### config.mk
export PLATFORM = sky130hd
export DESIGN_NAME = lpp_cordic_stage
export DESIGN_NICKNAME = d
export VERILOG_FILES = /design/src/hw/rtl/lpp_pkg.sv /design/src/hw/rtl/lpp_cordic_stage.sv
export SDC_FILE = /design/constraint.sdc
export NUM_CORES = 1
export LEC_CHECK = 0
export BUFFER_PORTS_ARGS = -buffer_cell sky130_fd_sc_hd__buf_2
export CORE_AREA = 4 4 160 162
export CTS_BUF_LIST = sky130_fd_sc_hd__clkbuf_16
export CTS_CLUSTER_DIAMETER = 200
export DETAILED_ROUTE_END_ITERATION = 8
export DIE_AREA = 0 0 164 166
export PLACE_DENSITY = 0.76
export SETUP_SLACK_MARGIN = 0.02
export SKIP_LAST_GASP = 1
export SYNTH_ARGS = -nofsm -noshare
export SYNTH_HDL_FRONTEND = slang
export SYNTH_SLANG_ARGS = --single-unit
### constraint.sdc
create_clock -name clk -period 0.9 [get_ports clk]
set_clock_uncertainty 0.1 [all_clocks]
set_input_delay 0.18 -clock clk [delete_from_list [all_inputs] [get_ports clk]]
set_output_delay 0.18 -clock clk [all_outputs]
set_load 0.05 [all_outputs]
### src/hw/rtl/lpp_pkg.sv
// Shared types, constants and functions of the polar-to-pixel converter.
package lpp_pkg;

    localparam int CORDIC_STAGES_DEF = 16;
    localparam int COORD_BITS_DEF    = 16;
    localparam int MAX_STAGES        = 24;

    localparam int X_W = 36;   // CORDIC x/y width, pixels with 10 fraction bits
    localparam int Z_W = 33;   // residual angle, radians in Q2.30

    localparam logic [14:0] ANG_FULL     = 15'd23040;
    localparam logic [14:0] ANG_QUARTER  = 15'd5760;
    localparam logic [14:0] ANG_HALF     = 15'd11520;
    localparam logic [14:0] ANG_3QUARTER = 15'd17280;
    localparam logic [31:0] ANG_TO_RAD   = 32'd292818;
    localparam logic [29:0] INV_GAIN     = 30'd652032874;

    localparam logic [23:0] SCALE_RESET  = 24'd65536;
    localparam logic [11:0] CENTRE_X_RST = 12'd400;
    localparam logic [11:0] CENTRE_Y_RST = 12'd300;

    typedef enum logic [1:0] {
        REG_PIXEL_SCALE = 2'd0,
        REG_CENTRE_X    = 2'd1,
        REG_CENTRE_Y    = 2'd2
    } cfg_reg_t;

    typedef enum logic [1:0] {
        QUAD_0 = 2'd0,
        QUAD_1 = 2'd1,
        QUAD_2 = 2'd2,
        QUAD_3 = 2'd3
    } quad_t;

    // One CORDIC pipeline slot: the rotating vector plus the passenger fields.
    typedef struct packed {
        logic                  valid;
        logic signed [X_W-1:0] x;
        logic signed [X_W-1:0] y;
        logic signed [Z_W-1:0] z;
        quad_t                 quad;
        logic [5:0]            qual;
        logic                  start;
    } cordic_t;

    // atan(2^-i) in Q2.30, rounded.
    function automatic logic signed [Z_W-1:0] atan_q30(input int i);
        logic signed [Z_W-1:0] r;
        case (i)
            0:       r = 33'sd843314857;
            1:       r = 33'sd497837829;
            2:       r = 33'sd263043837;
            3:       r = 33'sd133525159;
            4:       r = 33'sd67021687;
            5:       r = 33'sd33543516;
            6:       r = 33'sd16775851;
            7:       r = 33'sd8388437;
            8:       r = 33'sd4194283;
            9:       r = 33'sd2097149;
            10:      r = 33'sd1048576;
            11:      r = 33'sd524288;
            12:      r = 33'sd262144;
            13:      r = 33'sd131072;
            14:      r = 33'sd65536;
            15:      r = 33'sd32768;
            16:      r = 33'sd16384;
            17:      r = 33'sd8192;
            18:      r = 33'sd4096;
            19:      r = 33'sd2048;
            20:      r = 33'sd1024;
            21:      r = 33'sd512;
            22:      r = 33'sd256;
            23:      r = 33'sd128;
            default: r = 33'sd0;
        endcase
        return r;
    endfunction

    // Drop the 10 fraction bits, rounding toward zero.
    function automatic logic signed [X_W-11:0] trunc_px(input logic signed [X_W-1:0] v);
        logic signed [X_W-1:0] m;
        logic signed [X_W-1:0] t;
        m = -v;
        if (v[X_W-1])
            t = -(m >>> 10);
        else
            t = v >>> 10;
        return t[X_W-11:0];
    endfunction

endpackage

### src/hw/rtl/lpp_cordic_stage.sv
// One registered rotation-mode CORDIC iteration.
module lpp_cordic_stage
    import lpp_pkg::*;
#(
    parameter int SHIFT = 0
) (
    input  logic    clk,
    input  logic    rst_n,
    input  logic    en,
    input  cordic_t din,
    output cordic_t dout
);

    localparam logic signed [Z_W-1:0] ATAN = atan_q30(SHIFT);

    cordic_t               dout_reg;
    cordic_t               dout_next;
    logic signed [X_W-1:0] xs;
    logic signed [X_W-1:0] ys;

    always_comb
    begin
        xs        = din.x >>> SHIFT;
        ys        = din.y >>> SHIFT;
        dout_next = din;
        if (!din.z[Z_W-1])
        begin
            dout_next.x = din.x - ys;
            dout_next.y = din.y + xs;
            dout_next.z = din.z - ATAN;
        end
        else
        begin
            dout_next.x = din.x + ys;
            dout_next.y = din.y - xs;
            dout_next.z = din.z + ATAN;
        end
    end

    always_ff @(posedge clk or negedge rst_n)
    begin
        if (!rst_n)
        begin
            dout_reg <= '0;
        end
        else if (en)
        begin
            dout_reg <= dout_next;
        end
    end

    assign dout = dout_reg;

endmodule

==> results.sh, run 1 <==
export IMPL_outcome="aborted with a tool error"
export IMPL_lastStage="global routing"
export IMPL_firstError="[ERROR GRT-0232] Routing congestion too high. Check the congestion heatmap in the GUI."
export IMPL_syn_avg_cell_area_um2=7.910
export IMPL_netlist_instances=1516
export IMPL_cts_sinks=114
export IMPL_ys_warn_count=0
export IMPL_cts_buffers=17
export IMPL_design_portCount=233
export IMPL_gp_congestion=0.9868
export IMPL_die_width_um=164
export IMPL_grt_start_max_net_pins=63
export IMPL_ys_flop_type="dfrtp_1"
export IMPL_grt_usage=0.7340
export IMPL_endpoint_type="register data pin"
export IMPL_synth_area_mm2=0.01199
export IMPL_htree_levels=4
export IMPL_synth_cell_types=75
export IMPL_die_y_um=166
export IMPL_io_buffers=232
export IMPL_cts_buffer_depth=2
export IMPL_async_reset_ff_frac=1.000
export IMPL_cts_root_buf="clkbuf_16"
export IMPL_crit_endpoint="dout[106]$_DFFE_PN0P_/D"
export IMPL_overflow=99
export IMPL_fp_row_count=57
export IMPL_hpwl_um=41250
export IMPL_start_util=0.4975
export IMPL_synth_seq_area_share=0.2379
export IMPL_synth_edf_count=0
export IMPL_syn_nets=1774
export IMPL_synth_seq_cells=114
## metrics by stage
step                      std cells  cell area (um^2)  setup TNS [ns]  setup WS, ns  hold WS (ns)
after floorplan                1516             12970         -130.80        -1.726       -0.2156
after global placement         2510             18200         -166.70        -2.145      -0.02630
after detailed placement       2510             18200         -171.83        -2.170      -0.02381
after CTS                      2596             20520         -163.99        -1.553      -0.07523
## routing by layer
layer,track usage,GRT overflow
met3,0.6361,1
met4,0.6900,45
met2,0.8763,50
met5,0.2509,0
met1,0.7324,3
## logic make-up after synthesis
group,share of synthesized area
flip-flops,0.2379
XOR/XNOR,0.06646
multiplexers,0.05248
buffers and inverters,0.06093
AO/OA/AOI/OAI,0.2811
AND/OR/NAND/NOR,0.1525
adder cells (fa/ha/maj),0.1486
## cells in the mapped netlist (all sizes together), types with 6 or more instances
master	count	area share
and2	7	0.0037
buf	30	0.012
nand3	20	0.0083
clkbuf	39	0.012
a211o	12	0.0088
nor2b	17	0.0089
o21bai	21	0.013
xor2	17	0.012
or2	9	0.0047
dfrtp	114	0.24
a21o	36	0.023
xnor2	74	0.054
nor3	38	0.016
o21ai	93	0.039
and3	15	0.0078
o21a	18	0.011
a31oi	19	0.0099
nand2b	11	0.0057
nor2	136	0.043
mux2	47	0.044
a21oi	236	0.098
nand2	88	0.028
ha	136	0.14
mux2i	10	0.0083
o31ai	14	0.0092
nand4	21	0.011
a221oi	6	0.0049
a2111oi	6	0.0054
o211ai	17	0.011
a211oi	15	0.0094
inv	114	0.036
or3	8	0.0042
## timing repair
| action | CTS |
|---|---|
| hold endpoints to repair | 124 |
| pin swaps | 183 |
| gates cloned | 1 |
| setup buffers | 51 |
| setup endpoints to repair | 218 |
| hold buffers | 10 |
| gates resized for setup | 281 |
==> run 2: changes to the inputs <==
Settings changed: CORE_AREA 4 4 160 162 to 4 4 191 193, CTS_BUF_LIST sky130_fd_sc_hd__clkbuf_16 to not set, CTS_CLUSTER_DIAMETER 200 to not set, DIE_AREA 0 0 164 166 to 0 0 195 197, PLACE_DENSITY 0.76 to not set, PLACE_DENSITY_LB_ADDON set to 0.15, SETUP_SLACK_MARGIN 0.02 to not set.
Clock period 0.9 ns to 1.2 ns, I/O delays scaled along.
==> results.sh, run 2 <==
export IMPL_final_antenna_net_count=0
export IMPL_fmax_ghz=0.4009
export IMPL_final_nets=2524
export IMPL_clkLatencyLatePin_ns=0.43
export IMPL_synth_top_area_cell="dfrtp_1"
export IMPL_diodes=0
export IMPL_pwr_density_cell_mw_per_mm2=1175
export IMPL_synth_area_top_cells="dfrtp_1 24%, ha_1 14%, a21oi_1 9.8%, xnor2_1 5.4%, mux2_2 4.4%"
export IMPL_leakage_uw=0.009750
export IMPL_final_core_util=0.6054
export IMPL_htree_levels=4
export IMPL_setup_viol=212
export IMPL_ys_warn_count=0
export IMPL_antenna_found_initial=0
export IMPL_slew_headroom=0.4126
export IMPL_final_cell_mix="503 x buf_4, 196 x buf_2, 177 x a21oi_1"
export IMPL_cp_data_required_time_ns=1.42
export IMPL_syn_nets=1774
export IMPL_wirelength_um=52190
export IMPL_cts_root_buf="clkbuf_16"
export IMPL_synth_cell_types=75
export IMPL_dieArea_mm2=0.03842
export IMPL_worstPathArrival_ns=2.71
export IMPL_vias=14383
export IMPL_via_per_inst=5.261
export IMPL_grt_start_max_net_pins=66
export IMPL_synth_area_mm2=0.01199
export IMPL_clk_pin_slew_ns=0.06
export IMPL_criticalPathCategory="in -> reg"
export IMPL_maxCapViolations=0
export IMPL_cp_cell_sequence="buf_8 > buf_6 > inv_8 > ha_4 > fa_2 > nor2b_4 > o21ai_4 > a21oi_2 > o21a_1 > a311o_1 > o21ai_1 > a311o_1 > xnor2_1 > mux2_4"
export IMPL_grt_first_pass_wirelength_um=80350
export IMPL_cts_tree="yes"
export IMPL_grt_usage=0.2615
export IMPL_hpwl_um=41080
export IMPL_layout_drive_gt1_share=0.5129
export IMPL_final_common_cell="buf_4"
export IMPL_multiInputGateArea_mm2=0.01028
export IMPL_final_period_utilization=2.079
export IMPL_synth_most_common_cell="a21oi_1"
export IMPL_grt_pass1_vias=14620
export IMPL_cts_buffer_depth=2
export IMPL_worst_setup_path_end_kind="flop"
export IMPL_peakVddDrop_mv=1.184
export IMPL_drc=0
export IMPL_fin_area_mm2=0.02091
export IMPL_core_mm2=0.03454
export IMPL_total_power_uw=24570
export IMPL_regArea_mm2=0.002854
export IMPL_instances_no_fill=2734
export IMPL_dp_cells=2623
export IMPL_overflow=0
export IMPL_rsz0062_at_grt="true"
export IMPL_start_util=0.3471
export IMPL_io_buffers=232
export IMPL_path_max_fanout=3
export IMPL_final_hold_viol_count=0
export IMPL_syn_to_final_growth_pct=74.38
export IMPL_ys_flop_type="dfrtp_1"
export IMPL_synth_seq_cells=114
export IMPL_worst_pin_slew_ns=0.8811
export IMPL_outcome="finished with violations"
export IMPL_max_stage_delay_ns=0.37
export IMPL_dpl_instance_area_mm2=0.01801
export IMPL_num_fill_cells=3062
export IMPL_die_y_um=197
export IMPL_die_width_um=195
export IMPL_critPathSlowestCell="fa_2"
export IMPL_start_kind="primary input"
export IMPL_slew_viol_final=0
export IMPL_netlist_instances=1516
export IMPL_drt_pass1_iter_count=5
export IMPL_synth_seq_area_share=0.2379
export IMPL_gp_congestion=0.9448
export IMPL_fp_row_count=68
export IMPL_cp_common_cell="a311o_1"
export IMPL_layout_setup_ws_ns=-1.294
export IMPL_cts_buffers=17
export IMPL_fin_crit_ns=2.494
export IMPL_syn_avg_cell_area_um2=7.910
export IMPL_violations="setup timing"
export IMPL_drt_iter0_drc=851
export IMPL_largest_reg_flops=114
export IMPL_yosys_top_cells_count="236 x a21oi_1, 136 x ha_1, 135 x nor2_1"
export IMPL_cts_sinks=114
export IMPL_design_portCount=233
export IMPL_synth_top_area_frac=0.2379
export IMPL_synth_edf_count=0
export IMPL_wl_per_cell_um=19.09
export IMPL_async_reset_ff_frac=1.000
export IMPL_worstHoldPathType="in -> reg"
## run 2: layer usage
layer | routed length (um) | GRT usage | vias to the layer above | share of wire
met1 | 22740 | 0.3380 | 6886 | 0.44
met2 | 25380 | 0.4547 | 458 | 0.49
met4 | 1658 | 0.08922 | 0 | 0.032
met3 | 2415 | 0.03128 | 90 | 0.046
li1 | - | - | 6949 | -
met5 | 0 | 0 | - | 0
## run 2: logic make-up after synthesis
logic type,after synthesis,share of synthesized area
AOI/OAI and AO/OA,540,0.2811
and+or+nand+nor,388,0.1525
buffers and inverters,186,0.06093
adders and majority gates,140,0.1486
DFF,114,0.2379
xor gates and xnor gates,91,0.06646
muxes,57,0.05248
## run 2: worst max-delay path: cells and delay by family
family | cells | cell delay, ns
AOI/OAI and AO/OA | 6 | 1.19
adders and majority gates | 2 | 0.52
muxes | 1 | 0.25
buffers and inverters | 3 | 0.23
and+or+nand+nor | 1 | 0.16
xor gates and xnor gates | 1 | 0.12
## run 2: path summary, 6_finish.rpt
path | to | startpoint | depth (start not counted) | slack (ns)
min | dout[78] | din[78] | 4 | 0.13
max reg2reg | dout[110] | dout[110] | 3 | 0.22
min reg2reg | dout[10] | dout[10] | 2 | 0.39
min in group asynchronous | dout[23] | rst_n | 3 | 0.25
max | dout[72] | din[42] | 14 | -1.29
max in group asynchronous | dout[58] | rst_n | 3 | 0.44
## run 2: repair_timing
action	in CTS	in global routing
hold buffers	11	0
gates resized for setup	238	147
endpoints found under the setup margin	216	215
hold endpoints to repair	124	0
setup buffers	45	29
pin swaps	116	96
## run 2: stage by stage
| step | hold slack [ns] | TNS, ns | setup WS, ns |
|---|---|---|---|
| floorplan | -0.1556 | -105.18 | -1.486 |
| global placement | 0.1459 | -142.78 | -1.857 |
| detailed placement | 0.1439 | -144.45 | -1.859 |
| CTS | 0.1204 | -116.20 | -1.281 |
| global route | 0.1271 | -128.91 | -1.380 |
| finish | 0.1256 | -116.20 | -1.294 |
## run 2: layout make-up
| cell class | count | area share |
|---|---|---|
| flip-flops and latches | 114 | 0.1365 |
| inverters | 117 | 0.02507 |
| repair buffers | 800 | 0.2909 |
| well taps | 455 | 0.02722 |
| clock buffers | 18 | 0.02052 |
| multi-input cells | 1216 | 0.4914 |
| clock inverters | 14 | 0.008437 |
## run 2: where the power goes
group,total [uW],internal (uW),leakage (uW),switching (uW)
logic,13900,5610,0.00815,8320
registers,5140,4660,0.00131,478
clock network,5490,3290,0.000292,2200
Note: power is estimated with default switching activity, not from simulation.
==> run 3: changes to the inputs <==
Settings changed: PLACE_DENSITY set to 0.59, PLACE_DENSITY_LB_ADDON 0.15 to not set.
==> results.sh, run 3 (synthesis gave the netlist of run 2 again) <==
export IMPL_drt_pass1_iter_count=5
export IMPL_die_width_um=195
export IMPL_slew_headroom=0.4191
export IMPL_final_antenna_net_count=0
export IMPL_design_portCount=233
export IMPL_drc=0
export IMPL_fin_crit_ns=2.564
export IMPL_slew_viol_final=0
export IMPL_switching_power_uw=11810
export IMPL_grt_pass1_vias=14615
export IMPL_fin_tns_setup_ns=-109.79
export IMPL_reg2reg_depth=4
export IMPL_fmax_ghz=0.3899
export IMPL_grt_usage=0.2607
export IMPL_dpl_instance_area_mm2=0.01776
export IMPL_hpwl_um=40540
export IMPL_switching_share=0.4434
export IMPL_final_common_cell="buf_4"
export IMPL_setup_viol=214
export IMPL_internal_power_uw=14830
export IMPL_worst_setup_path_end_kind="flop"
export IMPL_instances_no_fill=2758
export IMPL_cts_root_buf="clkbuf_16"
export IMPL_path_max_fanout=5
export IMPL_violations="setup timing"
export IMPL_final_hold_viol_count=0
export IMPL_worstHoldPathType="in -> async"
export IMPL_regToRegEndpoint="dout[110]"
export IMPL_dp_cells=2598
export IMPL_io_buffers=232
export IMPL_cts_buffer_depth=2
export IMPL_cts_sinks=114
export IMPL_clockPowerShare=0.198
export IMPL_cts_buffers=17
export IMPL_worstPathArrival_ns=2.79
export IMPL_htree_levels=4
export IMPL_drt_iter0_drc=1148
export IMPL_clk_pin_slew_ns=0.06
export IMPL_start_util=0.3471
export IMPL_p_comb_frac=0.600
export IMPL_vias=14770
export IMPL_final_period_utilization=2.137
export IMPL_seq_power_share=0.202
export IMPL_fp_row_count=68
export IMPL_die_y_um=197
export IMPL_wl_per_cell_um=20.10
export IMPL_antenna_found_initial=0
export IMPL_largest_reg_flops=114
export IMPL_leakage_uw=0.01033
export IMPL_r2r_slack_ns=0.01
export IMPL_pwr_density_cell_mw_per_mm2=1192
export IMPL_cts_tree="yes"
export IMPL_fin_area_mm2=0.02235
export IMPL_dieArea_mm2=0.03842
export IMPL_timing_rr_start="dout[110]"
export IMPL_worst_pin_slew_ns=0.8714
export IMPL_rsz0062_at_grt="true"
export IMPL_layout_drive_gt1_share=0.5419
export IMPL_maxCapViolations=0
export IMPL_gp_congestion=0.9901
export IMPL_syn_to_final_growth_pct=86.34
export IMPL_layout_setup_ws_ns=-1.364
export IMPL_final_nets=2548
export IMPL_grt_start_max_net_pins=63
export IMPL_cp_data_required_time_ns=1.43
export IMPL_diodes=0
export IMPL_criticalPathCategory="in -> reg"
export IMPL_via_per_inst=5.355
export IMPL_outcome="finished with violations"
export IMPL_final_cell_mix="500 x buf_4, 190 x buf_6, 158 x a21oi_1"
export IMPL_peakVddDrop_mv=1.180
export IMPL_core_mm2=0.03454
export IMPL_overflow=0
export IMPL_grt_first_pass_wirelength_um=80490
export IMPL_clkLatencyLatePin_ns=0.45
export IMPL_start_kind="primary input"
export IMPL_wirelength_um=55430
==> run 3: changes by cell type in the layout (fill, tap and decap cells not counted), sizes merged <==
cell,previous run,this run
bufinv,3,1
inv,117,119
buf,789,812
clkinv,8,9
==> run 3: what timing repair did <==
| item | in CTS | in global routing |
|---|---|---|
| hold buffers | 11 | 0 |
| pin swaps | 158 | 178 |
| endpoints found under the hold margin | 124 | 0 |
| setup buffers | 38 | 92 |
| gates cloned | 0 | 1 |
| endpoints found under the setup margin | 215 | 214 |
| resized for setup | 281 | 534 |
==> run 3: power by group through the flow <==
stage               Sequential (uW)  Combinational, uW  Clock, uW
global route                   5460              16800       5480
global placement               5190              12100          0
finish                         5380              16000       5280
detailed placement             5210              12200          0
CTS                            5170              13400       5310
floorplan                      8050               4610          0
==> run 3: how the worst max path moves through the flow <==
stage,cells after the start,slack [ns],startpoint,endpoint
2_1_floorplan,14,-1.49,din[41],dout[41]
3_3_place_gp,11,-1.92,din[43],dout[77]
3_5_place_dp,11,-1.96,din[43],dout[77]
4_1_cts,12,-1.28,din[44],dout[113]
5_1_grt,13,-1.41,din[78],dout[72]
6_report,12,-1.36,din[44],dout[113]
==> run 3: area by class of cell <==
type                            instances  area, um^2
Clock buffer                           17       425.4
Timing Repair Buffer                  824        7042
Fill cell                            2782       12200
Tap cell                              455       569.3
Inverter                              117       531.8
Sequential cell                       114        2858
Clock inverter                         15       152.6
Multi-Input combinational cell       1216       10770
==> run 3: critical path, stage by stage <==
cell       delay, ns
buf_8           0.11
ha_4            0.15
or2_4           0.23
o211ai_1        0.18
buf_4           0.17
a2bb2oi_2       0.06
a211o_1         0.37
a2111o_1        0.55
nand3_2         0.14
a31oi_1         0.10
xor2_1          0.21
mux2_4          0.27
==> run 3: stage by stage <==
step           total power, uW  setup slack [ns]  hold WS, ns    util
2_1_floorplan            12660            -1.486      -0.1556       -
3_3_place_gp             17300            -1.923     0.002909  0.5140
3_5_place_dp             17420            -1.962     0.006674  0.5140
4_1_cts                  23850            -1.280      0.08545  0.5775
5_1_grt                  27720            -1.406       0.1127  0.6469
6_report                 26640            -1.364      0.09651  0.6469
==> run 3: routing by layer <==
metal / routed length [um] / track usage
met5: 0 / 0
met4: 1773 / 0.07163
met3: 3084 / 0.03692
met2: 27340 / 0.4528
met1: 23230 / 0.3409
==> run 4: changes to the inputs <==
Settings changed: REMOVE_ABC_BUFFERS set to 1.
==> results.sh, run 4 (synthesis gave the netlist of run 2 again) <==
export IMPL_outcome="finished with violations"
export IMPL_violations="setup timing"
export IMPL_syn_to_final_growth_pct=75.29
export IMPL_dieArea_mm2=0.03842
export IMPL_pwr_density_cell_mw_per_mm2=1175
export IMPL_clkLatencyLatePin_ns=0.44
export IMPL_worst_pin_slew_ns=0.6289
export IMPL_drt_pass1_iter_count=5
export IMPL_design_portCount=233
export IMPL_layout_drive_gt1_share=0.5147
export IMPL_path_max_fanout=3
export IMPL_core_mm2=0.03454
export IMPL_hpwl_um=39920
export IMPL_crit_start="din[45]"
export IMPL_grt_usage=0.2649
export IMPL_grt_first_pass_wirelength_um=82020
export IMPL_slew_viol_final=0
export IMPL_cts_sinks=114
export IMPL_peakVddDrop_mv=1.138
export IMPL_worst_setup_path_end_kind="flop"
export IMPL_grt_pass1_vias=15079
export IMPL_cts_buffers=17
export IMPL_critPathSlowestCell="a2111o_1"
export IMPL_via_per_inst=5.354
export IMPL_final_antenna_net_count=0
export IMPL_cp_data_required_time_ns=1.43
export IMPL_layout_setup_ws_ns=-1.451
export IMPL_io_buffers=232
export IMPL_fmax_ghz=0.3773
export IMPL_overflow=0
export IMPL_htree_levels=4
export IMPL_die_y_um=197
export IMPL_drt_iter0_drc=934
export IMPL_start_util=0.3471
export IMPL_grt_start_max_net_pins=68
export IMPL_vias=14628
export IMPL_fin_crit_ns=2.651
export IMPL_cts_buffer_depth=2
export IMPL_timing_rr_start="dout[106]"
export IMPL_die_width_um=195
export IMPL_start_kind="primary input"
export IMPL_diodes=0
export IMPL_dpl_instance_area_mm2=0.01725
export IMPL_max_stage_delay_ns=0.49
export IMPL_min_delay_start="din[78]"
export IMPL_slew_headroom=0.5789
export IMPL_final_nets=2522
export IMPL_wl_per_cell_um=19.92
export IMPL_leakage_uw=0.009857
export IMPL_cp_cell_sequence="buf_6 > buf_4 > ha_1 > nand2b_1 > nor4b_2 > a2bb2oi_2 > a211o_1 > a2111o_1 > nand3_2 > a31oi_1 > xor2_1 > mux2_4"
export IMPL_fp_row_count=68
export IMPL_criticalPathCategory="in -> reg"
export IMPL_clk_pin_slew_ns=0.07
export IMPL_holdWs_ns=0.02924
export IMPL_cts_root_buf="clkbuf_16"
export IMPL_final_period_utilization=2.209
export IMPL_maxCapViolations=0
export IMPL_final_common_cell="buf_4"
export IMPL_final_hold_viol_count=0
export IMPL_largest_reg_flops=114
export IMPL_fin_area_mm2=0.02102
export IMPL_worstPathArrival_ns=2.88
export IMPL_cts_tree="yes"
export IMPL_gp_congestion=0.9696
export IMPL_setup_viol=214
export IMPL_wirelength_um=54430
export IMPL_rsz0062_at_grt="true"
export IMPL_drc=0
export IMPL_pre_cts_slack_ns=-1.991
export IMPL_worstHoldPathType="in -> reg"
export IMPL_antenna_found_initial=0
export IMPL_final_cell_mix="483 x buf_4, 210 x buf_2, 174 x a21oi_1"
## run 4: report_power, final
group	switching, uW	internal (uW)
sequential	519	4670
combinational	8390	5700
clock	2140	3260
total	11100	13600
## run 4: timing repair
action	4_1_cts	5_1_grt
endpoints found under the setup margin	213	214
pin swaps	210	142
buffers inserted	37	45
hold buffers	11	0
endpoints found under the hold margin	124	0
cloned	3	1
gates resized for setup	385	175
## run 4: per-stage QoR
stage	power, uW	std cells	util	setup TNS [ns]
6_report	24690	2732	0.6085	-119.64
3_3_place_gp	16890	2626	0.4993	-154.55
5_1_grt	25800	2732	0.6085	-130.18
2_1_floorplan	12060	1447	-	-153.24
3_5_place_dp	17000	2626	0.4993	-158.60
4_1_cts	23780	2695	0.5777	-114.03
## run 4: path summary, 6_finish.rpt
path | cells past startpoint | slack, ns | end
max | 12 | -1.45 | dout[113]
min | 3 | 0.03 | dout[78]
max reg2reg | 1 | 0.20 | dout[106]
min reg2reg | 1 | 0.40 | dout[4]
max in group asynchronous | 3 | 0.43 | dout[47]
min in group asynchronous | 3 | 0.27 | dout[3]
## run 4: critical path, delay by kind of cell
| family | cells | cell delay [ns] |
|---|---|---|
| buffers and inverters | 2 | 0.22 |
| xor gates and xnor gates | 1 | 0.18 |
| and+or+nand+nor | 3 | 0.65 |
| muxes | 1 | 0.25 |
| adders and majority gates | 1 | 0.24 |
| AOI/OAI and AO/OA | 4 | 1.08 |
## run 4: per-layer routing
layer,track usage,part of all wire
met1,0.3384,0.43
met2,0.4557,0.49
met3,0.03812,0.049
met4,0.1006,0.035
met5,0,0
## run 4: layout make-up
type / count / area [um^2]
fill: 3014 / 13520
multi-input combinational: 1216 / 10490
timing repair buffer: 797 / 6023
sequential: 114 / 2853
tap: 455 / 569.3
inverter: 117 / 474.2
clock buffer: 19 / 432.9
clock inverter: 13 / 161.4
timing repair inverter: 1 / 16.27
